==> config.mk <==
export PLATFORM = sky130hd
export DESIGN_NAME = pulse_wind_speed_averager_unit
export DESIGN_NICKNAME = d
export VERILOG_FILES = /design/src/design/pwsa_pkg.sv /design/src/design/pwsa_mul.sv /design/src/design/pwsa_div.sv /design/src/design/pulse_wind_speed_averager_unit.sv
export VERILOG_INCLUDE_DIRS = /design/src /design/src/design
export SDC_FILE = /design/constraint.sdc
export NUM_CORES = 1
export LEC_CHECK = 0
export BUFFER_PORTS_ARGS = -buffer_cell sky130_fd_sc_hd__buf_4
export CAP_MARGIN = 10
export CORE_MARGIN = 2
export CORE_UTILIZATION = 24
export CTS_CLUSTER_DIAMETER = 150
export CTS_CLUSTER_SIZE = 28
export DETAILED_ROUTE_END_ITERATION = 12
export GPL_TIMING_DRIVEN = 0
export PLACE_DENSITY = 0.36
export SYNTH_ARGS = -nofsm -noshare
export SYNTH_HDL_FRONTEND = slang
export SYNTH_SLANG_ARGS = --single-unit
==> constraint.sdc <==
create_clock -name clk_i -period 9.2 [get_ports clk_i]
set_clock_uncertainty 0.1 [all_clocks]
set_input_delay 0 -clock clk_i [delete_from_list [all_inputs] [get_ports clk_i]]
set_output_delay 0 -clock clk_i [all_outputs]
set_load 0.01 [all_outputs]
==> src/design/assert_macros.svh <==
// Assertion macros shared by the pulse wind speed averager RTL.
`ifndef ASSERT_MACROS_SVH
`define ASSERT_MACROS_SVH

// Implication checked in the same cycle, sampled on clk_i, off during reset.
`define PWSA_ASSERT_IMP(lbl, ante, cons, msg) \
  lbl: assert property (@(posedge clk_i) disable iff (!rst_ni) (ante) |-> (cons)) \
    else $error(msg);

// Implication with the consequent checked in the cycle after the antecedent, sampled on clk_i, off during reset.
`define PWSA_ASSERT_NXT(lbl, ante, cons, msg) \
  lbl: assert property (@(posedge clk_i) disable iff (!rst_ni) (ante) |=> (cons)) \
    else $error(msg);

`endif

==> src/design/pwsa_pkg.sv <==
// Types, widths and constants of the pulse wind speed averager.
package pwsa_pkg;

  // Field widths
  localparam int unsigned SampleW   = 12;
  localparam int unsigned IntervalW = 16;
  localparam int unsigned SppW      = 16;
  localparam int unsigned WindowW   = 24;
  localparam int unsigned PulseW    = 16;
  localparam int unsigned SpeedW    = PulseW + SppW;
  localparam int unsigned AvgW      = 32;
  localparam int unsigned SumW      = 56;
  localparam int unsigned CountW    = 24;

  // Configuration port
  localparam int unsigned CfgIdxW  = 2;
  localparam int unsigned CfgDataW = 24;

  // Serial unit step counters
  localparam int unsigned MulCntW = $clog2(SppW);
  localparam int unsigned DivCntW = $clog2(SumW);

  // Register reset values
  localparam logic [SampleW-1:0]   ThresholdRst = SampleW'(2048);
  localparam logic [IntervalW-1:0] IntervalRst  = IntervalW'(1000);
  localparam logic [SppW-1:0]      SppRst       = SppW'(256);
  localparam logic [WindowW-1:0]   WindowRst    = WindowW'(600000);

  typedef enum logic [CfgIdxW-1:0] {
    CFG_EDGE_THRESHOLD = 2'd0,
    CFG_INTERVAL_MS    = 2'd1,
    CFG_SPEED_PER_PULSE = 2'd2,
    CFG_AVERAGE_WINDOW = 2'd3
  } cfg_idx_e;

  typedef enum logic [1:0] {
    S_IDLE,
    S_MUL,
    S_DIV,
    S_PUSH
  } state_e;

  typedef struct packed {
    logic [SampleW-1:0] sample;
    logic               ms_tick;
  } in_item_t;

  typedef struct packed {
    logic              interval_done;
    logic [SpeedW-1:0] wind_speed;
    logic [AvgW-1:0]   average_speed;
    logic [PulseW-1:0] pulse_count;
  } out_item_t;

endpackage

==> src/design/pwsa_mul.sv <==
// Bit-serial shift-add multiplier: pulses times speed factor.
module pwsa_mul (
  input  logic                          clk_i,
  input  logic                          rst_ni,
  input  logic                          start_i,
  input  logic [pwsa_pkg::PulseW-1:0]   mcand_i,
  input  logic [pwsa_pkg::SppW-1:0]     mplier_i,
  output logic                          busy_o,
  output logic                          done_o,
  output logic [pwsa_pkg::SpeedW-1:0]   prod_o
);
  import pwsa_pkg::*;

  logic [SpeedW-1:0]  prod_q, prod_d;
  logic [PulseW-1:0]  mcand_q;
  logic [MulCntW-1:0] cnt_q;
  logic               busy_q, done_q;
  logic [PulseW:0]    upper_sum;

  // One multiplier bit per cycle: add into the upper half, shift right
  assign upper_sum = {1'b0, prod_q[SpeedW-1:SppW]}
                   + (prod_q[0] ? {1'b0, mcand_q} : '0);
  assign prod_d    = {upper_sum, prod_q[SppW-1:1]};

  // Control
  always_ff @(posedge clk_i or negedge rst_ni) begin
    if (!rst_ni) begin
      busy_q <= 1'b0;
      done_q <= 1'b0;
      cnt_q  <= '0;
    end else begin
      done_q <= busy_q && (cnt_q == '0);
      if (start_i) begin
        busy_q <= 1'b1;
        cnt_q  <= MulCntW'(SppW - 1);
      end else if (busy_q) begin
        cnt_q <= cnt_q - 1'b1;
        if (cnt_q == '0) begin
          busy_q <= 1'b0;
        end
      end
    end
  end

  // Datapath
  always_ff @(posedge clk_i) begin
    if (start_i) begin
      prod_q  <= {{PulseW{1'b0}}, mplier_i};
      mcand_q <= mcand_i;
    end else if (busy_q) begin
      prod_q <= prod_d;
    end
  end

  assign busy_o = busy_q;
  assign done_o = done_q;
  assign prod_o = prod_q;

endmodule

==> src/design/pwsa_div.sv <==
// Bit-serial restoring divider: speed sum over interval count.
module pwsa_div (
  input  logic                        clk_i,
  input  logic                        rst_ni,
  input  logic                        start_i,
  input  logic [pwsa_pkg::SumW-1:0]   dividend_i,
  input  logic [pwsa_pkg::CountW-1:0] divisor_i,
  output logic                        done_o,
  output logic [pwsa_pkg::SumW-1:0]   quotient_o
);
  import pwsa_pkg::*;

  logic [CountW-1:0]  rem_q;
  logic [SumW-1:0]    quo_q;
  logic [CountW-1:0]  den_q;
  logic [DivCntW-1:0] cnt_q;
  logic               busy_q, done_q;
  logic [CountW:0]    trial;
  logic [CountW:0]    diff;
  logic               fits;

  // One quotient bit per cycle: bring down the next dividend bit and try
  assign trial = {rem_q, quo_q[SumW-1]};
  assign diff  = trial - {1'b0, den_q};
  assign fits  = trial >= {1'b0, den_q};

  // Control
  always_ff @(posedge clk_i or negedge rst_ni) begin
    if (!rst_ni) begin
      busy_q <= 1'b0;
      done_q <= 1'b0;
      cnt_q  <= '0;
    end else begin
      done_q <= busy_q && (cnt_q == '0);
      if (start_i) begin
        busy_q <= 1'b1;
        cnt_q  <= DivCntW'(SumW - 1);
      end else if (busy_q) begin
        cnt_q <= cnt_q - 1'b1;
        if (cnt_q == '0) begin
          busy_q <= 1'b0;
        end
      end
    end
  end

  // Datapath: dividend bits leave at the top, quotient bits enter at the bottom
  always_ff @(posedge clk_i) begin
    if (start_i) begin
      rem_q <= '0;
      quo_q <= dividend_i;
      den_q <= divisor_i;
    end else if (busy_q) begin
      rem_q <= fits ? diff[CountW-1:0] : trial[CountW-1:0];
      quo_q <= {quo_q[SumW-2:0], fits};
    end
  end

  assign done_o     = done_q;
  assign quotient_o = quo_q;

endmodule

==> src/design/pulse_wind_speed_averager_unit.sv <==
// Top level of the pulse wind speed averager: counters, control and output register.
//
// Usage:
//   Input channel (in_valid_i/in_ready_o/in_data_i) takes one ADC sample plus a
//   millisecond flag per item. Output channel (out_valid_o/out_ready_i/out_data_o)
//   gives exactly one result item per input item, in order.
//   Configuration is a plain write port (cfg_we_i, cfg_idx_i, cfg_wdata_i). The user
//   must write it only while the block is idle; the block itself does not enforce
//   this. Writes take effect at once.
// Item flow:
//   An item that does not close an interval passes the bit-serial multiplier (one
//   bit of the speed factor per cycle), then the push state loads its result into
//   the output register. An item that closes an interval also passes the bit-serial
//   divider for the average (one quotient bit per cycle) before the push state.
//   One item is in work at a time; the next is accepted the cycle after the
//   previous result is loaded into the output register.
// Reset: all counters, the running sum and the average clear; the registers take
//   their default values. No clearing pass is needed.
// Stall: a waiting result holds in the output register; while the receiver stalls,
//   one further item can be accepted and worked on, then the block waits.
module pulse_wind_speed_averager_unit (
  input  logic                          clk_i,
  input  logic                          rst_ni,
  input  logic                          in_valid_i,
  output logic                          in_ready_o,
  input  pwsa_pkg::in_item_t            in_data_i,
  output logic                          out_valid_o,
  input  logic                          out_ready_i,
  output pwsa_pkg::out_item_t           out_data_o,
  input  logic                          cfg_we_i,
  input  logic [pwsa_pkg::CfgIdxW-1:0]  cfg_idx_i,
  input  logic [pwsa_pkg::CfgDataW-1:0] cfg_wdata_i
);
  import pwsa_pkg::*;

  `include "assert_macros.svh"

  // Configuration registers
  logic [SampleW-1:0]   thr_q;
  logic [IntervalW-1:0] interval_q;
  logic [SppW-1:0]      spp_q;
  logic [WindowW-1:0]   window_q;

  // Measurement state
  logic [SampleW-1:0]   prev_q;
  logic [PulseW-1:0]    pulses_q;
  logic [IntervalW-1:0] ms_int_q;
  logic [WindowW-1:0]   ms_win_q;
  logic [SumW-1:0]      sum_q;
  logic [CountW-1:0]    count_q;
  logic [AvgW-1:0]      avg_q;

  // Item in work
  logic                 closed_q;
  logic                 clear_q;
  logic [PulseW-1:0]    pc_q;
  logic [AvgW-1:0]      res_avg_q;

  // Output register
  out_item_t            out_q;
  logic                 out_valid_q, out_valid_d;

  state_e               state_q, state_d;

  logic                 accept;
  logic                 rise;
  logic [PulseW-1:0]    pulses_new;
  logic [IntervalW-1:0] ms_int_new;
  logic [WindowW-1:0]   ms_win_new;
  logic                 closed_now;
  logic                 clear_now;

  logic                 mul_busy, mul_done;
  logic [SpeedW-1:0]    mul_prod;
  logic                 mul_fin, div_start, div_done, load_out;
  logic [SumW-1:0]      div_quo;
  logic [SumW:0]        sum_ext;
  logic [SumW-1:0]      sum_new;
  logic [CountW-1:0]    count_new;
  logic [AvgW-1:0]      quo_sat;

  // Edge detection and millisecond counters for the incoming item
  assign rise       = (in_data_i.sample > thr_q) && (prev_q <= thr_q);
  assign pulses_new = pulses_q + PulseW'(rise && (pulses_q != '1));
  assign ms_int_new = ms_int_q + IntervalW'(in_data_i.ms_tick && (ms_int_q != '1));
  assign ms_win_new = ms_win_q + WindowW'(in_data_i.ms_tick && (ms_win_q != '1));
  // A zero interval acts as one millisecond
  assign closed_now = (ms_int_new >= interval_q) && (ms_int_new != '0);
  assign clear_now  = closed_now && (ms_win_new >= window_q);

  // Running sum and count after adding the closed interval, saturating
  assign sum_ext   = {1'b0, sum_q} + (SumW + 1)'(mul_prod);
  assign sum_new   = sum_ext[SumW] ? '1 : sum_ext[SumW-1:0];
  assign count_new = count_q + CountW'(count_q != '1);
  assign quo_sat   = (|div_quo[SumW-1:AvgW]) ? '1 : div_quo[AvgW-1:0];

  // Sequencer state register
  always_ff @(posedge clk_i or negedge rst_ni) begin
    if (!rst_ni) begin
      state_q     <= S_IDLE;
      out_valid_q <= 1'b0;
    end else begin
      state_q     <= state_d;
      out_valid_q <= out_valid_d;
    end
  end

  // Sequencer next state and strobes
  always_comb begin
    state_d     = state_q;
    in_ready_o  = 1'b0;
    mul_fin     = 1'b0;
    div_start   = 1'b0;
    load_out    = 1'b0;
    unique case (state_q)
      S_IDLE: begin
        in_ready_o = 1'b1;
        if (in_valid_i) begin
          state_d = S_MUL;
        end
      end
      S_MUL: begin
        if (mul_done) begin
          mul_fin = 1'b1;
          if (closed_q) begin
            div_start = 1'b1;
            state_d   = S_DIV;
          end else begin
            state_d = S_PUSH;
          end
        end
      end
      S_DIV: begin
        if (div_done) begin
          state_d = S_PUSH;
        end
      end
      S_PUSH: begin
        if (!out_valid_q || out_ready_i) begin
          load_out = 1'b1;
          state_d  = S_IDLE;
        end
      end
    endcase
    out_valid_d = load_out || (out_valid_q && !out_ready_i);
  end

  assign accept = in_valid_i && in_ready_o;

  // Configuration and measurement state
  always_ff @(posedge clk_i or negedge rst_ni) begin
    if (!rst_ni) begin
      thr_q      <= ThresholdRst;
      interval_q <= IntervalRst;
      spp_q      <= SppRst;
      window_q   <= WindowRst;
      prev_q     <= '0;
      pulses_q   <= '0;
      ms_int_q   <= '0;
      ms_win_q   <= '0;
      sum_q      <= '0;
      count_q    <= '0;
      avg_q      <= '0;
    end else begin
      if (cfg_we_i) begin
        unique case (cfg_idx_e'(cfg_idx_i))
          CFG_EDGE_THRESHOLD:  thr_q      <= cfg_wdata_i[SampleW-1:0];
          CFG_INTERVAL_MS:     interval_q <= cfg_wdata_i[IntervalW-1:0];
          CFG_SPEED_PER_PULSE: spp_q      <= cfg_wdata_i[SppW-1:0];
          CFG_AVERAGE_WINDOW:  window_q   <= cfg_wdata_i[WindowW-1:0];
        endcase
      end
      if (accept) begin
        prev_q   <= in_data_i.sample;
        pulses_q <= closed_now ? '0 : pulses_new;
        ms_int_q <= closed_now ? '0 : ms_int_new;
        ms_win_q <= clear_now ? '0 : ms_win_new;
      end
      // Interval close: fold in the speed, clear after the report if the window ran out
      if (mul_fin && closed_q) begin
        sum_q   <= clear_q ? '0 : sum_new;
        count_q <= clear_q ? '0 : count_new;
      end
      if (div_done) begin
        avg_q <= clear_q ? '0 : quo_sat;
      end
    end
  end

  // Per-item registers and output register payload
  always_ff @(posedge clk_i) begin
    if (accept) begin
      closed_q <= closed_now;
      clear_q  <= clear_now;
      pc_q     <= pulses_new;
    end
    if (mul_fin && !closed_q) begin
      res_avg_q <= avg_q;
    end
    if (div_done) begin
      res_avg_q <= quo_sat;
    end
    if (load_out) begin
      out_q.interval_done <= closed_q;
      out_q.wind_speed    <= mul_prod;
      out_q.average_speed <= res_avg_q;
      out_q.pulse_count   <= pc_q;
    end
  end

  pwsa_mul u_mul (
    .clk_i    (clk_i),
    .rst_ni   (rst_ni),
    .start_i  (accept),
    .mcand_i  (pulses_new),
    .mplier_i (spp_q),
    .busy_o   (mul_busy),
    .done_o   (mul_done),
    .prod_o   (mul_prod)
  );

  pwsa_div u_div (
    .clk_i      (clk_i),
    .rst_ni     (rst_ni),
    .start_i    (div_start),
    .dividend_i (sum_new),
    .divisor_i  (count_new),
    .done_o     (div_done),
    .quotient_o (div_quo)
  );

  assign out_valid_o = out_valid_q;
  assign out_data_o  = out_q;

  // Checks
  `PWSA_ASSERT_IMP(a_mul_start_free, accept, !mul_busy, "multiplier restarted while busy")
  `PWSA_ASSERT_NXT(a_one_item, accept, !in_ready_o, "second item taken while one in work")
  `PWSA_ASSERT_IMP(a_empty_sum, count_q == '0, sum_q == '0, "sum left with zero count")
  `PWSA_ASSERT_IMP(a_empty_avg, (state_q == S_IDLE) && (count_q == '0), avg_q == '0,
                   "average left with zero count")

endmodule

==> results by stage <==
Drt:
- For this block, the initial DRC count from the detailed router was about 1.3k.
- The mean number of vias per cell is 4.69.
- Once detail routing completed, the nets flagged for antenna violations numbered 0.
- In the final routed layout, each cell accounts on average for a little over 20 um.
- The DRC violations left is 0.
- The number of search-and-repair iterations in the first detailed-routing pass is 5.
- The total wire length after detailed routing is 89200 um.
- The via count of the routed design is between 20k and 25k.

STA:
- The number of hold violations in the final report is 0.
- The worst-margin pin slew is 1.00 ns.
- The final count of pins violating max slew was 0.
- In this run the tightest slew margin relative to its limit is about 33%.
- Setup repair after global routing left no endpoint under its margin.
- Setup violations remaining at the end of the flow were counted as 0.
- Setup total negative slack on the finished layout was measured at 0 ns.
- The post-route fraction of the period consumed by the critical path is about 68%.
- The highest clock frequency the design can meet is approximately 160 MHz.
- The post-route minimum period is 6.26 ns.

Die:
- The floorplan step defined a core boundary enclosing ~110000 sq um.
- Pin placement for this block handled ~130 I/O pins.
- The height of the die is around 340 um.
- The die span in x is between 300 and 400 um.
- The floorplan has between 100 and 150 rows.
- The starting density of the core is about 24%.
- The die covers approximately 120000 sq um.

Clock network:
- The tree built by TritonCTS fans out to around 530 sinks.
- The TritonCTS clock tree is done.
- The hold buffer count at CTS is 66.
- The library cell used as clock root buffer is sky130_fd_sc_hd__clkbuf_16.
- Once the clock tree was built, the resizer swapped 0 gates to a different size.
- The total CTS buffers is 23.
- The number of buffers added for setup after CTS is 0.
- Clock-pin slew was measured on the worst setup and hold paths at approximately 0.12 ns.
- The number of buffers on the longest clock path is 3.
- The source-to-sink clock delay at the later pin of the worst-skew pair is a little over 0.6 ns.
- CTS built an H-tree with a depth of 1.

Synthesis:
- Counting distinct cell types in the post-synthesis netlist gives between 70 and 80.
- In the post-synthesis netlist, the biggest area contributors are sky130_fd_sc_hd__edfxtp_1 25%, sky130_fd_sc_hd__dfrtp_1 23%, sky130_fd_sc_hd__ha_1 6.9%.
- The per-instance average area after synthesis is 10.3 sq um.
- Among all flip-flop cells after synthesis, the most frequent one is sky130_fd_sc_hd__dfrtp_1.
- Synthesis produced a netlist whose cell count is ~2.7k.
- The synthesized design contains 227 enable-type register cells.
- The register bit count reported by yosys is around 530.
- The post-synthesis net count is just under 3k.
- The share of async-settable or async-resettable flops after synthesis is between 40% and 50%.
- Of the synthesized area, sequential elements account for between 50% and 60%.
- The largest total area in the synthesized netlist belongs to sky130_fd_sc_hd__edfxtp_1.
- The cell area that synthesis handed to floorplanning was 27600 sq um.
- The proportion of netlist area held by the largest area contributor is between 20 and 25%.
- During synthesis, Yosys emitted a total of 0 warnings.

Power:
- The maximum resistive drop on vdd is approximately 0.15 mV.
- The leakage dissipation is 13.3 nW.
- Power spread over the standard cell area amounts to roughly 240 nW/um^2.

Hold path:
- The min-delay analysis places its worst path in the category in2reg.

Placed design:
- The cell area after placement is between 30000 and 40000 sq um.
- The number of placed instances, taps included, is approximately 4.3k.
- The wire-length estimate of the detail-placed layout is 66900 um.
- The weighted congestion reported at the end of routability-driven placement is 0.848.
- The count of buffers from port buffering is between 100 and 150.

GRT:
- The leftover overflow at the end of global routing is 0.
- The pin count of the biggest net entering global routing is 106.
- The via count of the first global-routing pass came to 21.2k.
- The global-route wire length before repair is roughly 140000 um.
- The number of antenna violations at the first check in global routing is 10.
- In the global route stage, overall resource usage came out at between 10% and 20%.

Setup path:
- The highest fanout seen on the critical path is 10.
- STA puts the critical path data arrival time at 6.64 ns.
- On the critical path, the stage with the largest delay is an instance of sky130_fd_sc_hd__nor4_1.
- The signal on the critical path passes through and4_1 -> and4_1 -> and3_1 -> and3_1 -> nand2_1 -> nor3_1 -> a41oi_1 -> ha_1 -> ha_1 -> clkbuf_1 -> inv_1 -> nor2_1 -> nand3_1 -> xnor2_1 -> ha_1 -> nand4_1 -> nor4_1 -> o2111ai_1 -> a21oi_1 -> o31a_1 -> buf_6 -> clkbuf_1 -> o21ai_0.
- The type of element launching the critical path is a flop.
- The most numerous cell type found on the critical path is sky130_fd_sc_hd__ha_1.
- Grouping stages by cell kind, the critical path spends the most delay in simple AND/OR/NAND/NOR gates.
- The largest single stage delay on the critical path is 0.63 ns.
- STA classifies the critical path endpoint as a flop.
- The setup path with the least slack is of type reg2reg.
- Counting both buffers and inverters, the worst setup path holds a total of 4.
- For the worst setup path, the data required time is roughly 9.6 ns.

Run status:
- The run finished with clean final reports.

Layout:
- For this run, the post-layout net count is 3110.
- The count of placed standard cells in the final layout, fillers left out is about 4.4k.
- The repair_antennas step left the layout with diodes totalling 0.
- Relative to the synthesized area, the layout overhead comes to 15.7%.
- The post-route cell area is around 32000 sq um.
- After filler insertion, the fill cell instance count of the layout stands at about 12k.
- In the final layout, the share of cells above drive strength 1 is around 9.2%.

Run:
- The count of maximum capacitance violations is 0.
[worst reg2reg max path, stage by stage (launching register included)]
cell,delay (ns)
sky130_fd_sc_hd__dfrtp_1,0.48
sky130_fd_sc_hd__and4_1,0.28
sky130_fd_sc_hd__and4_1,0.24
sky130_fd_sc_hd__and3_1,0.23
sky130_fd_sc_hd__and3_1,0.22
sky130_fd_sc_hd__nand2_1,0.17
sky130_fd_sc_hd__nor3_1,0.10
sky130_fd_sc_hd__a41oi_1,0.21
sky130_fd_sc_hd__ha_1,0.24
sky130_fd_sc_hd__ha_1,0.16
sky130_fd_sc_hd__clkbuf_1,0.36
sky130_fd_sc_hd__inv_1,0.15
sky130_fd_sc_hd__nor2_1,0.27
sky130_fd_sc_hd__nand3_1,0.20
sky130_fd_sc_hd__xnor2_1,0.19
sky130_fd_sc_hd__ha_1,0.29
sky130_fd_sc_hd__nand4_1,0.20
sky130_fd_sc_hd__nor4_1,0.63
sky130_fd_sc_hd__o2111ai_1,0.20
sky130_fd_sc_hd__a21oi_1,0.23
sky130_fd_sc_hd__o31a_1,0.16
sky130_fd_sc_hd__buf_6,0.13
sky130_fd_sc_hd__clkbuf_1,0.47
sky130_fd_sc_hd__o21ai_0,0.20
[power breakdown]
group	internal [W]	switching, W
Sequential	0.00302	0.000424
Combinational	0.00113	0.00170
Clock	0.000485	0.000825
Total	0.00464	0.00295
[flip-flops by register name, indices dropped and copies added (netlist names), 24 cells and up]
register / cells
out_data_o: 81
window_q: 24
u_mul.prod_o: 32
u_div.rem_q: 24
ms_win_q: 24
u_div.quotient_o: 56
sum_q: 56
count_q: 24
avg_q: 32
res_avg_q: 32
u_div.den_q: 24
[logic make-up (layout without fill, tap and decap cells)]
kind of cell,count (synthesis),count (layout),synth area share [%]
mux,76,76,3.02
xor+xnor,153,153,4.85
simple gates,857,857,14.6
flops,532,532,51.7
buf+inv,247,486,3.48
compound gates,668,668,15.2
fa+ha+maj,155,155,7.11
[metrics by stage]
stage | utilization, % | setup slack [ns] | hold slack [ns] | power [W]
floorplan | - | 4.50 | -0.396 | 0.00519
global placement | 26.7 | 2.99 | 0.115 | 0.00630
detailed placement | 26.8 | 2.98 | -0.0683 | 0.00634
CTS | 28.0 | 2.92 | 0.00109 | 0.00772
global route | 28.0 | 2.40 | 0.0232 | 0.00816
finish | 28.0 | 2.94 | 0.0414 | 0.00759
[Yosys cell counts, drive strengths merged, types with 40 or more instances]
| cell type | number |
|---|---|
| nand2 | 342 |
| xnor2 | 99 |
| nor2b | 49 |
| o21ai | 206 |
| nor2 | 173 |
| a21o | 64 |
| edfxtp | 227 |
| xor2 | 54 |
| nand3 | 54 |
| clkbuf | 103 |
| dfrtp | 249 |
| ha | 152 |
| mux2 | 58 |
| dfxtp | 40 |
| a21oi | 175 |
| nand4 | 45 |
| inv | 125 |
[path summary, 6_finish.rpt]
path / cells after the start / from / to / slack [ns]
min: 4 / in_data_i[6] / prev_q[5]$_DFFE_PN0P_ / 0.04
max: 23 / ms_win_q[2]$_DFFE_PN0P_ / ms_win_q[13]$_DFFE_PN0P_ / 2.94
max in group asynchronous: 4 / rst_ni / ms_int_q[13]$_DFFE_PN0P_ / 7.94
max reg2reg: 23 / ms_win_q[2]$_DFFE_PN0P_ / ms_win_q[13]$_DFFE_PN0P_ / 2.94
min in group asynchronous: 4 / rst_ni / count_q[4]$_DFFE_PN0P_ / 0.48
min reg2reg: 0 / res_avg_q[3]$_DFFE_PP_ / out_data_o[19]$_DFFE_PP_ / 0.33
[cells in the final DEF (no fill, tap or decap), types with 10 or more instances in the layout]
cell and instances:
sky130_fd_sc_hd__dfrtp_1 249, sky130_fd_sc_hd__and3_1 35, sky130_fd_sc_hd__clkbuf_1 115, sky130_fd_sc_hd__and4_1 12, sky130_fd_sc_hd__o22a_1 33, sky130_fd_sc_hd__dfstp_2 16, sky130_fd_sc_hd__a31oi_1 24, sky130_fd_sc_hd__mux2_2 58
sky130_fd_sc_hd__buf_2 11, sky130_fd_sc_hd__a21oi_1 174, sky130_fd_sc_hd__a21o_1 64, sky130_fd_sc_hd__nand2_1 342, sky130_fd_sc_hd__nor2_1 173, sky130_fd_sc_hd__a211oi_1 10, sky130_fd_sc_hd__buf_4 126, sky130_fd_sc_hd__and2_1 30
sky130_fd_sc_hd__nor2b_1 49, sky130_fd_sc_hd__a22o_1 14, sky130_fd_sc_hd__inv_1 124, sky130_fd_sc_hd__xnor2_1 99, sky130_fd_sc_hd__xor2_1 54, sky130_fd_sc_hd__ha_1 152, sky130_fd_sc_hd__nor3_1 39, sky130_fd_sc_hd__dfxtp_1 40
sky130_fd_sc_hd__nand4_1 44, sky130_fd_sc_hd__a21boi_0 34, sky130_fd_sc_hd__edfxtp_1 227, sky130_fd_sc_hd__o21ai_0 204, sky130_fd_sc_hd__nand3_1 54, sky130_fd_sc_hd__mux2i_1 18, sky130_fd_sc_hd__nor4_1 19, sky130_fd_sc_hd__o31ai_1 23
sky130_fd_sc_hd__dlygate4sd3_1 65, sky130_fd_sc_hd__clkbuf_16 23, sky130_fd_sc_hd__nand2b_1 19
[metal layers]
metal	share of wire (%)	track usage (%)	vias up
met3	2.9	1.35	62
met4	1.4	2.12	0
li1	-	-	10000
met1	48	20.8	10400
met5	0	0	-
met2	48	25.6	341
[cell type report]
class                      count  area (sq um)  share of cell area [%]
sequential                   532         14300                    44.7
inverter                     125           469                    1.47
timing repair buffer         198          1770                    5.56
tap                         1512          1890                    5.92
buffer                       122           493                    1.54
multi-input combinational   1909         12400                    38.8
clock buffer                  37           628                    1.97
clock inverter                 4          35.0                   0.110
Power figures use the tool's default switching activity.
